--- src/hdl/fpn_pkg.sv ---
// Package with the constants, permutation table and helpers of the fractal noise block.
package fpn_pkg;

  localparam int unsigned MaxOctaves = 8;
  localparam int unsigned FracBits   = 16;
  localparam int unsigned CoordW     = 32;
  localparam int unsigned FracW      = FracBits;
  localparam int unsigned WeightW    = FracBits + 1;
  localparam int unsigned ValW       = FracBits + 4;
  localparam int unsigned MulAW      = FracBits + 8;
  localparam int unsigned MulBW      = FracBits + 2;
  localparam int unsigned ProdW      = MulAW + MulBW;
  localparam int unsigned SumW       = 40;
  localparam int unsigned OctW       = 4;
  localparam int unsigned PersW      = 17;

  localparam logic [PersW-1:0] OneQ16 = PersW'(65536);

  localparam logic [1:0] CfgDimMode  = 2'd0;
  localparam logic [1:0] CfgOctaves  = 2'd1;
  localparam logic [1:0] CfgPersist  = 2'd2;

  localparam logic [7:0] PERM [256] = '{
    8'd151,8'd160,8'd137,8'd91,8'd90,8'd15,8'd131,8'd13,8'd201,8'd95,8'd96,8'd53,
    8'd194,8'd233,8'd7,8'd225,8'd140,8'd36,8'd103,8'd30,8'd69,8'd142,8'd8,8'd99,
    8'd37,8'd240,8'd21,8'd10,8'd23,8'd190,8'd6,8'd148,8'd247,8'd120,8'd234,8'd75,
    8'd0,8'd26,8'd197,8'd62,8'd94,8'd252,8'd219,8'd203,8'd117,8'd35,8'd11,8'd32,
    8'd57,8'd177,8'd33,8'd88,8'd237,8'd149,8'd56,8'd87,8'd174,8'd20,8'd125,8'd136,
    8'd171,8'd168,8'd68,8'd175,8'd74,8'd165,8'd71,8'd134,8'd139,8'd48,8'd27,8'd166,
    8'd77,8'd146,8'd158,8'd231,8'd83,8'd111,8'd229,8'd122,8'd60,8'd211,8'd133,8'd230,
    8'd220,8'd105,8'd92,8'd41,8'd55,8'd46,8'd245,8'd40,8'd244,8'd102,8'd143,8'd54,
    8'd65,8'd25,8'd63,8'd161,8'd1,8'd216,8'd80,8'd73,8'd209,8'd76,8'd132,8'd187,
    8'd208,8'd89,8'd18,8'd169,8'd200,8'd196,8'd135,8'd130,8'd116,8'd188,8'd159,8'd86,
    8'd164,8'd100,8'd109,8'd198,8'd173,8'd186,8'd3,8'd64,8'd52,8'd217,8'd226,8'd250,
    8'd124,8'd123,8'd5,8'd202,8'd38,8'd147,8'd118,8'd126,8'd255,8'd82,8'd85,8'd212,
    8'd207,8'd206,8'd59,8'd227,8'd47,8'd16,8'd58,8'd17,8'd182,8'd189,8'd28,8'd42,
    8'd223,8'd183,8'd170,8'd213,8'd119,8'd248,8'd152,8'd2,8'd44,8'd154,8'd163,8'd70,
    8'd221,8'd153,8'd101,8'd155,8'd167,8'd43,8'd172,8'd9,8'd129,8'd22,8'd39,8'd253,
    8'd19,8'd98,8'd108,8'd110,8'd79,8'd113,8'd224,8'd232,8'd178,8'd185,8'd112,8'd104,
    8'd218,8'd246,8'd97,8'd228,8'd251,8'd34,8'd242,8'd193,8'd238,8'd210,8'd144,8'd12,
    8'd191,8'd179,8'd162,8'd241,8'd81,8'd51,8'd145,8'd235,8'd249,8'd14,8'd239,8'd107,
    8'd49,8'd192,8'd214,8'd31,8'd181,8'd199,8'd106,8'd157,8'd184,8'd84,8'd204,8'd176,
    8'd115,8'd121,8'd50,8'd45,8'd127,8'd4,8'd150,8'd254,8'd138,8'd236,8'd205,8'd93,
    8'd222,8'd114,8'd67,8'd29,8'd24,8'd72,8'd243,8'd141,8'd128,8'd195,8'd78,8'd66,
    8'd215,8'd61,8'd156,8'd180
  };

  function automatic logic signed [ValW-1:0] grad_fn(
      input logic [1:0] dims, input logic [7:0] h,
      input logic signed [ValW-1:0] dx, input logic signed [ValW-1:0] dy,
      input logic signed [ValW-1:0] dz);
    logic [3:0] h4;
    logic signed [ValW-1:0] u;
    logic signed [ValW-1:0] v;
    h4 = h[3:0];
    if (dims == 2'd1) begin
      u = dx;
      v = '0;
    end else if (dims == 2'd2) begin
      u = dx;
      v = dy;
    end else begin
      u = (h4 < 4'd8) ? dx : dy;
      v = (h4 < 4'd4) ? dy : ((h4 == 4'd12 || h4 == 4'd14) ? dx : dz);
    end
    grad_fn = (h[0] ? -u : u) + (h[1] ? -v : v);
  endfunction

endpackage

--- src/hdl/fractal_perlin_noise.sv ---
// Fractal Brownian motion of improved Perlin noise on one shared multiplier.
// A word whose dimension mode sums no octave goes straight to its result word; else each octave
// runs through the setup, fade, hash, lerp, accumulate and amplitude steps in that order, paced
// by the one shared multiplier and by one permutation lookup per cycle in the hash step.
// One word is worked on at a time; the next is taken in the cycle after the result word has left.
// Reset is asynchronous and active low; it loads 3 dimensions, 1 octave and persistence 0.5.
module fractal_perlin_noise import fpn_pkg::*; (
  input  logic                     clk_i,
  input  logic                     rst_ni,
  input  logic                     in_valid_i,
  output logic                     in_stall_o,
  input  logic signed [CoordW-1:0] coord_x_i,
  input  logic signed [CoordW-1:0] coord_y_i,
  input  logic signed [CoordW-1:0] coord_z_i,
  output logic                     out_valid_o,
  input  logic                     out_stall_i,
  output logic signed [31:0]       noise_value_o,
  input  logic                     cfg_we_i,
  input  logic [1:0]               cfg_index_i,
  input  logic [PersW-1:0]         cfg_data_i
);

  localparam logic [2:0] StIdle  = 3'd0;
  localparam logic [2:0] StSetup = 3'd1;
  localparam logic [2:0] StFade  = 3'd2;
  localparam logic [2:0] StHash  = 3'd3;
  localparam logic [2:0] StLerp  = 3'd4;
  localparam logic [2:0] StAcc   = 3'd5;
  localparam logic [2:0] StAmp   = 3'd6;
  localparam logic [2:0] StDone  = 3'd7;

  localparam logic signed [MulAW-1:0] FifteenOne = MulAW'(15 * (1 << FracBits));
  localparam logic signed [MulAW-1:0] TenOne     = MulAW'(10 * (1 << FracBits));
  localparam logic signed [ValW-1:0]  OneVal     = ValW'(1 << FracBits);

  logic [1:0]        cfg_dims_q;
  logic [3:0]        cfg_oct_q;
  logic [PersW-1:0]  cfg_pers_q;

  logic [2:0]        state_q;
  logic              phase_q;
  logic [1:0]        dims_q;
  logic [OctW-1:0]   n_q;
  logic [OctW-1:0]   oct_q;
  logic [PersW-1:0]  pers_q;
  logic [CoordW-1:0] crd_q [3];
  logic [7:0]        lat_q [3];
  logic [FracW-1:0]  fr_q [3];
  logic [WeightW-1:0] sw_q [3];
  logic [1:0]        k_q;
  logic [1:0]        sub_q;
  logic signed [MulAW-1:0] ta_q;
  logic signed [MulAW-1:0] tp_q;
  logic [2:0]        corner_q;
  logic [1:0]        lvl_q;
  logic [7:0]        h_q;
  logic signed [ValW-1:0] q_q [8];
  logic [3:0]        cnt_q;
  logic [2:0]        lj_q;
  logic signed [SumW-1:0]  sum_q;
  logic [PersW-1:0]  amp_q;
  logic signed [ProdW-1:0] prod_q;
  logic signed [31:0] out_q;

  logic [OctW-1:0]   n_eff;
  logic [PersW-1:0]  pers_eff;
  logic signed [MulAW-1:0] mul_a;
  logic signed [MulBW-1:0] mul_b;
  logic signed [ProdW-FracBits-1:0] mres;
  logic [FracW-1:0]  t_cur;
  logic [7:0]        hash_addr;
  logic [7:0]        hash_val;
  logic signed [ValW-1:0] gdx, gdy, gdz, gval;
  logic [WeightW-1:0] lw;
  logic signed [ValW-1:0] lres;
  logic signed [MulAW-1:0] wclamp;
  logic [2:0]        lerp_total;
  logic signed [31:0] sat_sum;
  logic              in_acc;

  assign in_acc = in_valid_i && !in_stall_o;
  assign in_stall_o = (state_q != StIdle);
  assign out_valid_o = (state_q == StDone);
  assign noise_value_o = out_q;

  assign n_eff = (cfg_dims_q == 2'd0) ? '0 :
                 ((cfg_oct_q > OctW'(MaxOctaves)) ? OctW'(MaxOctaves) : cfg_oct_q);
  assign pers_eff = (cfg_pers_q > OneQ16) ? OneQ16 : cfg_pers_q;
  assign t_cur = fr_q[k_q];
  assign mres = prod_q[ProdW-1:FracBits];
  assign lerp_total = 3'((1 << dims_q) - 1);

  always_comb begin
    mul_a = '0;
    mul_b = '0;
    case (state_q)
      StFade: begin
        case (sub_q)
          2'd0: begin
            mul_a = MulAW'({1'b0, t_cur});
            mul_b = MulBW'({1'b0, t_cur});
          end
          2'd1: begin
            mul_a = ta_q;
            mul_b = MulBW'({1'b0, t_cur});
          end
          2'd2: begin
            mul_a = MulAW'({1'b0, t_cur, 2'b0}) + MulAW'({1'b0, t_cur, 1'b0}) - FifteenOne;
            mul_b = MulBW'({1'b0, t_cur});
          end
          default: begin
            mul_a = tp_q;
            mul_b = ta_q[MulBW-1:0];
          end
        endcase
      end
      StLerp: begin
        mul_a = MulAW'(q_q[1]) - MulAW'(q_q[0]);
        mul_b = MulBW'({1'b0, lw});
      end
      StAcc: begin
        mul_a = MulAW'(q_q[0]);
        mul_b = MulBW'({1'b0, amp_q});
      end
      StAmp: begin
        mul_a = MulAW'({1'b0, pers_q});
        mul_b = MulBW'({1'b0, amp_q});
      end
      default: ;
    endcase
  end

  always_comb begin
    if (dims_q == 2'd1) begin
      lw = sw_q[0];
    end else if (dims_q == 2'd2) begin
      lw = (lj_q < 3'd2) ? sw_q[0] : sw_q[1];
    end else begin
      lw = (lj_q < 3'd4) ? sw_q[0] : ((lj_q < 3'd6) ? sw_q[1] : sw_q[2]);
    end
  end

  always_comb begin
    if (lvl_q == 2'd0) begin
      hash_addr = lat_q[0] + 8'(corner_q[0]);
    end else begin
      hash_addr = h_q + lat_q[lvl_q] + 8'(corner_q[lvl_q]);
    end
    hash_val = PERM[hash_addr];
    gdx = ValW'({1'b0, fr_q[0]}) - (corner_q[0] ? OneVal : '0);
    gdy = ValW'({1'b0, fr_q[1]}) - (corner_q[1] ? OneVal : '0);
    gdz = ValW'({1'b0, fr_q[2]}) - (corner_q[2] ? OneVal : '0);
    gval = grad_fn(dims_q, hash_val, gdx, gdy, gdz);
  end

  assign lres = q_q[0] + ValW'(mres);

  always_comb begin
    wclamp = MulAW'(mres);
    if (mres < 0) begin
      wclamp = '0;
    end else if (mres > (ProdW-FracBits)'(1 << FracBits)) begin
      wclamp = MulAW'(1 << FracBits);
    end
  end

  always_comb begin
    if (sum_q > SumW'(32'sh7fffffff)) begin
      sat_sum = 32'sh7fffffff;
    end else if (sum_q < -SumW'(33'sh080000000)) begin
      sat_sum = 32'sh80000000;
    end else begin
      sat_sum = sum_q[31:0];
    end
  end

  always_ff @(posedge clk_i or negedge rst_ni) begin
    if (!rst_ni) begin
      cfg_dims_q <= 2'd3;
      cfg_oct_q  <= 4'd1;
      cfg_pers_q <= PersW'(32768);
    end else if (cfg_we_i) begin
      unique case (cfg_index_i)
        CfgDimMode: cfg_dims_q <= cfg_data_i[1:0];
        CfgOctaves: cfg_oct_q  <= cfg_data_i[3:0];
        CfgPersist: cfg_pers_q <= cfg_data_i;
        default: ;
      endcase
    end
  end

  always_ff @(posedge clk_i or negedge rst_ni) begin
    if (!rst_ni) begin
      state_q  <= StIdle;
      phase_q  <= 1'b0;
      k_q      <= '0;
      sub_q    <= '0;
      corner_q <= '0;
      lvl_q    <= '0;
      cnt_q    <= '0;
      lj_q     <= '0;
      oct_q    <= '0;
    end else begin
      unique case (state_q)
        StIdle: begin
          if (in_acc) begin
            oct_q   <= '0;
            phase_q <= 1'b0;
            state_q <= (n_eff == '0) ? StDone : StSetup;
          end
        end
        StSetup: begin
          k_q     <= '0;
          sub_q   <= '0;
          phase_q <= 1'b0;
          state_q <= StFade;
        end
        StFade: begin
          phase_q <= !phase_q;
          if (phase_q) begin
            sub_q <= sub_q + 2'd1;
            if (sub_q == 2'd3) begin
              k_q <= k_q + 2'd1;
              if (k_q + 2'd1 == dims_q) begin
                corner_q <= '0;
                lvl_q    <= '0;
                cnt_q    <= '0;
                state_q  <= StHash;
              end
            end
          end
        end
        StHash: begin
          if (lvl_q + 2'd1 == dims_q) begin
            lvl_q    <= '0;
            corner_q <= corner_q + 3'd1;
            cnt_q    <= cnt_q + 4'd1;
            if (corner_q == lerp_total) begin
              lj_q    <= '0;
              phase_q <= 1'b0;
              state_q <= StLerp;
            end
          end else begin
            lvl_q <= lvl_q + 2'd1;
          end
        end
        StLerp: begin
          phase_q <= !phase_q;
          if (phase_q) begin
            cnt_q <= cnt_q - 4'd1;
            lj_q  <= lj_q + 3'd1;
            if (cnt_q == 4'd2) begin
              state_q <= StAcc;
            end
          end
        end
        StAcc: begin
          phase_q <= !phase_q;
          if (phase_q) begin
            state_q <= StAmp;
          end
        end
        StAmp: begin
          phase_q <= !phase_q;
          if (phase_q) begin
            oct_q   <= oct_q + 1'b1;
            state_q <= (oct_q + 1'b1 == n_q) ? StDone : StSetup;
          end
        end
        StDone: begin
          if (!out_stall_i) begin
            state_q <= StIdle;
          end
        end
        default: state_q <= StIdle;
      endcase
    end
  end

  always_ff @(posedge clk_i) begin
    if (!phase_q) begin
      prod_q <= mul_a * mul_b;
    end
    case (state_q)
      StIdle: begin
        if (in_acc) begin
          dims_q <= cfg_dims_q;
          n_q    <= n_eff;
          pers_q <= pers_eff;
          crd_q[0] <= coord_x_i;
          crd_q[1] <= coord_y_i;
          crd_q[2] <= coord_z_i;
          amp_q  <= OneQ16;
          sum_q  <= '0;
          out_q  <= '0;
        end
      end
      StSetup: begin
        for (int i = 0; i < 3; i++) begin
          if (i < int'(dims_q)) begin
            lat_q[i] <= 8'((crd_q[i] << oct_q[2:0]) >> FracBits);
            fr_q[i]  <= FracW'(crd_q[i] << oct_q[2:0]);
          end else begin
            lat_q[i] <= '0;
            fr_q[i]  <= '0;
          end
        end
      end
      StFade: begin
        if (phase_q) begin
          case (sub_q)
            2'd0, 2'd1: ta_q <= MulAW'(mres);
            2'd2: tp_q <= MulAW'(mres) + TenOne;
            default: sw_q[k_q] <= WeightW'(wclamp);
          endcase
        end
      end
      StHash: begin
        h_q <= hash_val;
        if (lvl_q + 2'd1 == dims_q) begin
          q_q[cnt_q[2:0]] <= gval;
        end
      end
      StLerp: begin
        if (phase_q) begin
          for (int i = 0; i < 6; i++) begin
            q_q[i] <= q_q[i+2];
          end
          q_q[3'(cnt_q - 4'd2)] <= lres;
        end
      end
      StAcc: begin
        if (phase_q) begin
          sum_q <= sum_q + SumW'(mres);
        end
      end
      StAmp: begin
        if (phase_q) begin
          amp_q <= PersW'(mres);
          out_q <= sat_sum;
        end
      end
      default: ;
    endcase
  end

  a_amp_bound: assert property (@(posedge clk_i) disable iff (!rst_ni)
    (state_q != StIdle && state_q != StDone) |-> (amp_q <= OneQ16))
    else $error("amplitude exceeds one");

  a_cnt_bound: assert property (@(posedge clk_i) disable iff (!rst_ni)
    (cnt_q <= 4'd8))
    else $error("corner queue overflow");

  a_busy_after_accept: assert property (@(posedge clk_i) disable iff (!rst_ni)
    in_acc |=> in_stall_o)
    else $error("block ready right after accepting a word");

  a_octave_bound: assert property (@(posedge clk_i) disable iff (!rst_ni)
    (state_q == StSetup) |-> (oct_q < n_q))
    else $error("octave index past octave count");

endmodule
--- config.mk ---
export PLATFORM = sky130hd
export DESIGN_NAME = fractal_perlin_noise
export DESIGN_NICKNAME = d
export VERILOG_FILES = /design/src/hdl/fpn_pkg.sv /design/src/hdl/fractal_perlin_noise.sv
export SDC_FILE = /design/constraint.sdc
export NUM_CORES = 2
export LEC_CHECK = 0
export BUFFER_PORTS_ARGS = -buffer_cell sky130_fd_sc_hd__buf_2
export CAP_MARGIN = 5
export CORE_ASPECT_RATIO = 1.1
export CORE_MARGIN = 5
export CORE_UTILIZATION = 30
export CTS_BUF_LIST = sky130_fd_sc_hd__clkbuf_16
export DETAILED_ROUTE_END_ITERATION = 8
export PLACE_DENSITY = 0.52
export SLEW_MARGIN = 0
export SYNTH_ARGS = -nofsm -noshare
export SYNTH_HDL_FRONTEND = slang
export SYNTH_SLANG_ARGS = --single-unit
export TNS_END_PERCENT = 100
--- constraint.sdc ---
create_clock -name clk_i -period 29.6 [get_ports clk_i]
set_clock_uncertainty 0.2 [all_clocks]
set_input_delay 1.48 -clock clk_i [delete_from_list [all_inputs] [get_ports clk_i]]
set_output_delay 1.48 -clock clk_i [all_outputs]
set_load 0.1 [all_outputs]
==> summary.txt <==
Logic synthesis
  • Number of library cell types mapped by synthesis: 101
  • Cell type with the largest total area after synthesis: edfxtp_1
  • Syn nets: 6,323
  • Total standard cell area after synthesis: 0.0522 mm2
  • Proportion of synthesized chip area in sequential cells: between 30% and 40%
  • Post-synthesis sequential element count: between 500 and 600
  • Share of synthesized registers carrying an async set or reset: 7.89%
  • Syn Inst Count: 5,500
  • Ys Warns: 0
  • Area share of the largest cell type after synthesis: 30.2%
  • Average instance area after synthesis: 9.49 um2
  • Largest cells by area after synthesis: edfxtp_1, fa_1, ha_1
  • Most instantiated flip-flop cell in the synthesis netlist: edfxtp_1
  • Number of synthesized flops with an enable pin: 525
  • Post-synth top cells: nand2_1, inv_1, edfxtp_1, nor2_1, fa_1
  • Most used standard cell by instance count after synthesis: nand2_1

Critical path
  • Maximum fanout along the worst path: 21
  • Setup Crit Path Kind: flop to flop
  • Data required time of the worst path: 29.83 ns
  • Kind of start point of the critical path: flop
  • Cell with the largest stage delay on the worst path: o21ai_0
  • Endpoint of the worst-slack reg-to-reg timing path: prod_q[41]
  • Capturing element type of the critical path: flop
  • Arrival time at the worst endpoint: 13.35 ns
  • R2R Path Start: k_q[0]
  • Biggest cell delay along the critical path: 0.85 ns
  • Register-to-register setup slack: 16.48 ns
  • Logic depth of the worst register-to-register path: between 40 and 50

STA
  • Sum of negative setup slack: 0 ns
  • Total count of max-transition violations in the final report: 0
  • Final Hold Vio Count: 0
  • Unrepaired setup endpoints after global routing: no
  • Min Clock Period, post-route: 13.12 ns
  • Final cycle utilization of the critical path: 44.3%
  • Transition at the pin with the smallest max-transition slack: 1.29 ns
  • Setup Viol. Count Final: 0
  • Achievable Freq: 76.2 MHz
  • Relative slew slack: between 10% and 20%

Floorplanning
  • Die Outline Area: 0.182 mm2
  • Horizontal die dimension: approximately 400 um
  • IO Count: 154
  • Placeable core area: 0.173 mm2
  • Rows: 160
  • Die Ht: about 450 um
  • Effective utilization at floorplan: 30.2%

Place
  • Weighted congestion reported at the end of routability-driven placement: 0.906
  • Number of port buffers: approximately 130
  • Final HPWL from detailed placement: 130 mm

Global route
  • Global-route wire length before repair: 264 mm
  • Largest net degree at the start of global routing: between 70 and 80
  • Via count of the first global-routing pass: 41,900
  • Global-route usage over all layers: 18.8%
  • Overall overflow remaining after global route: 0
  • Antenna violations before repair: 10

Hold path
  • Depth of the worst hold-timing path: 2
  • Hold wc startpoint: lat_q[2][7]
  • Hold path endpoint: lat_q[2][7]
  • Type of the most critical hold path: flop to flop

Drt
  • Average wire per cell in the routed design: 22.1 um
  • Number of nets with antenna violations after detailed routing: 0
  • Via count: between 40,000 and 50,000
  • Met3 routed WL: 10.6 mm
  • Average vias per placed instance: 5.29
  • Drt initial violations: 3,760
  • Residual DRC: 0
  • WL met2: ~80 mm
  • WL final: 174 mm
  • Length of the first detailed-routing pass in iterations: 6
  • Highest Signal Layer: met5
  • Metal1 wirelength: 73.8 mm

Finish
  • Relative area change from synthesis to final layout: 11.4%
  • Layout fillers: 17,900
  • Sequential cell area: about 0.017 mm2
  • Share of final-layout standard cells stronger than drive strength 1: a little under a tenth
  • Multi-input logic area: 0.0315 mm2
  • Post-layout nets: 6,360

Clocking
  • Clock Latency Late Sink: 0.69 ns
  • CTS tree: yes
  • Buffers inserted during post-CTS setup optimization: 0
  • H-tree depth reported by CTS: 3
  • Maximum clock insertion buffer count: 3
  • CTS buffer count: 75
  • Cell at the root of the clock tree: clkbuf_16
  • Clock-pin transition on the worst setup and hold timing paths: around 0.060 ns
  • Cts repair resizes: 0
  • Clock sink count: roughly 600
  • Count of hold buffers inserted by post-cts repair: 0

Flow run
  • Max-Cap Viols: 0

Status
  • Outcome: completed
## critical path, delay by kind of cell, from the launching register on
family	cells	cell delay [ns]
AO/OA/AOI/OAI	22	5.45
multiplexers	1	0.19
AND/OR/NAND/NOR	6	1.52
XOR/XNOR	2	0.28
flip-flops	1	0.32
adder cells (fa/ha/maj)	10	4.26
buffers and inverters	3	0.62
## kinds of logic after synthesis
| logic type | after synthesis | synth area share, % |
|---|---|---|
| flops | 596 | 33.4 |
| mux | 196 | 4.12 |
| buf+inv | 916 | 6.85 |
| xor+xnor | 175 | 2.97 |
| fa+ha+maj | 703 | 23.1 |
| compound gates | 1236 | 15.3 |
| simple gates | 1678 | 14.2 |
## worst max path at each step
stage           start          to  slack [ns]  cells after the start
6_report       k_q[0]  prod_q[41]       16.48                     44
5_1_grt        k_q[0]  prod_q[41]       15.74                     48
4_1_cts        k_q[0]  prod_q[41]       16.56                     44
3_5_place_dp   k_q[0]  prod_q[41]       16.55                     44
3_3_place_gp   k_q[0]  prod_q[41]       16.63                     48
2_1_floorplan  k_q[0]  prod_q[32]       19.01                     47
## metrics by stage
step | hold WS [ns] | util [%] | cells | area (um2) | setup WS [ns]
global route | 0.313 | 33.6 | 7864 | 58100 | 15.74
floorplan | 0.225 | - | 5500 | 52200 | 19.01
detailed placement | 0.272 | 32.2 | 7728 | 55700 | 16.55
finish | 0.283 | 33.6 | 7867 | 58100 | 16.48
CTS | 0.284 | 33.6 | 7864 | 58100 | 16.56
global placement | 0.250 | 32.2 | 7728 | 55700 | 16.63
## registers in the layout, summed over array words and instances, names as in the netlist, 8 cells and up
name           flops
q_q              160
crd_q             72
sw_q              51
fr_q              48
sum_q             40
noise_value_o     32
prod_q            26
lat_q             24
ta_q              24
tp_q              24
amp_q             17
cfg_pers_q        17
pers_q            17
h_q                8
## layer usage
layer | up-vias | GRT usage, %
met4 | 4 | 7.78
met3 | 323 | 2.83
li1 | 19200 | -
met1 | 20700 | 24.4
met5 | - | 0
met2 | 1466 | 31.4
## area by class of cell
type / count / area share (%)
antenna: 3 / 0.0129
clock buffer: 78 / 3.36
clock inverter: 58 / 0.814
inverter: 610 / 3.94
multi-input combinational: 3988 / 54.1
sequential: 596 / 30.0
tap: 2268 / 4.88
timing repair buffer: 266 / 2.88
## cells in the final DEF, fill, tap and decap left out, drive strengths merged, types with 16 or more instances in the layout
cell type / count
mux2: 39
ha: 270
nand4: 17
o21a: 24
and3: 25
or3: 24
nor3: 86
nor4: 18
a22oi: 24
o22ai: 63
dfrtp: 43
a21oi: 370
fa: 433
xnor2: 116
nand2b: 24
clkbuf: 78
o21ai: 256
nor2: 513
inv: 630
o211ai: 56
mux2i: 146
nor2b: 55
clkinv: 31
nand2: 672
a222oi: 36
or2: 16
o31ai: 24
o221ai: 16
nand3: 81
and2: 108
a21o: 43
a31oi: 30
edfxtp: 525
buf: 266
o21bai: 29
xor2: 59
a311oi: 20
dfxtp: 24
a211oi: 104
Power is not shown: default switching activity piles up to over one toggle a cycle in this logic, so the estimate is an artifact.
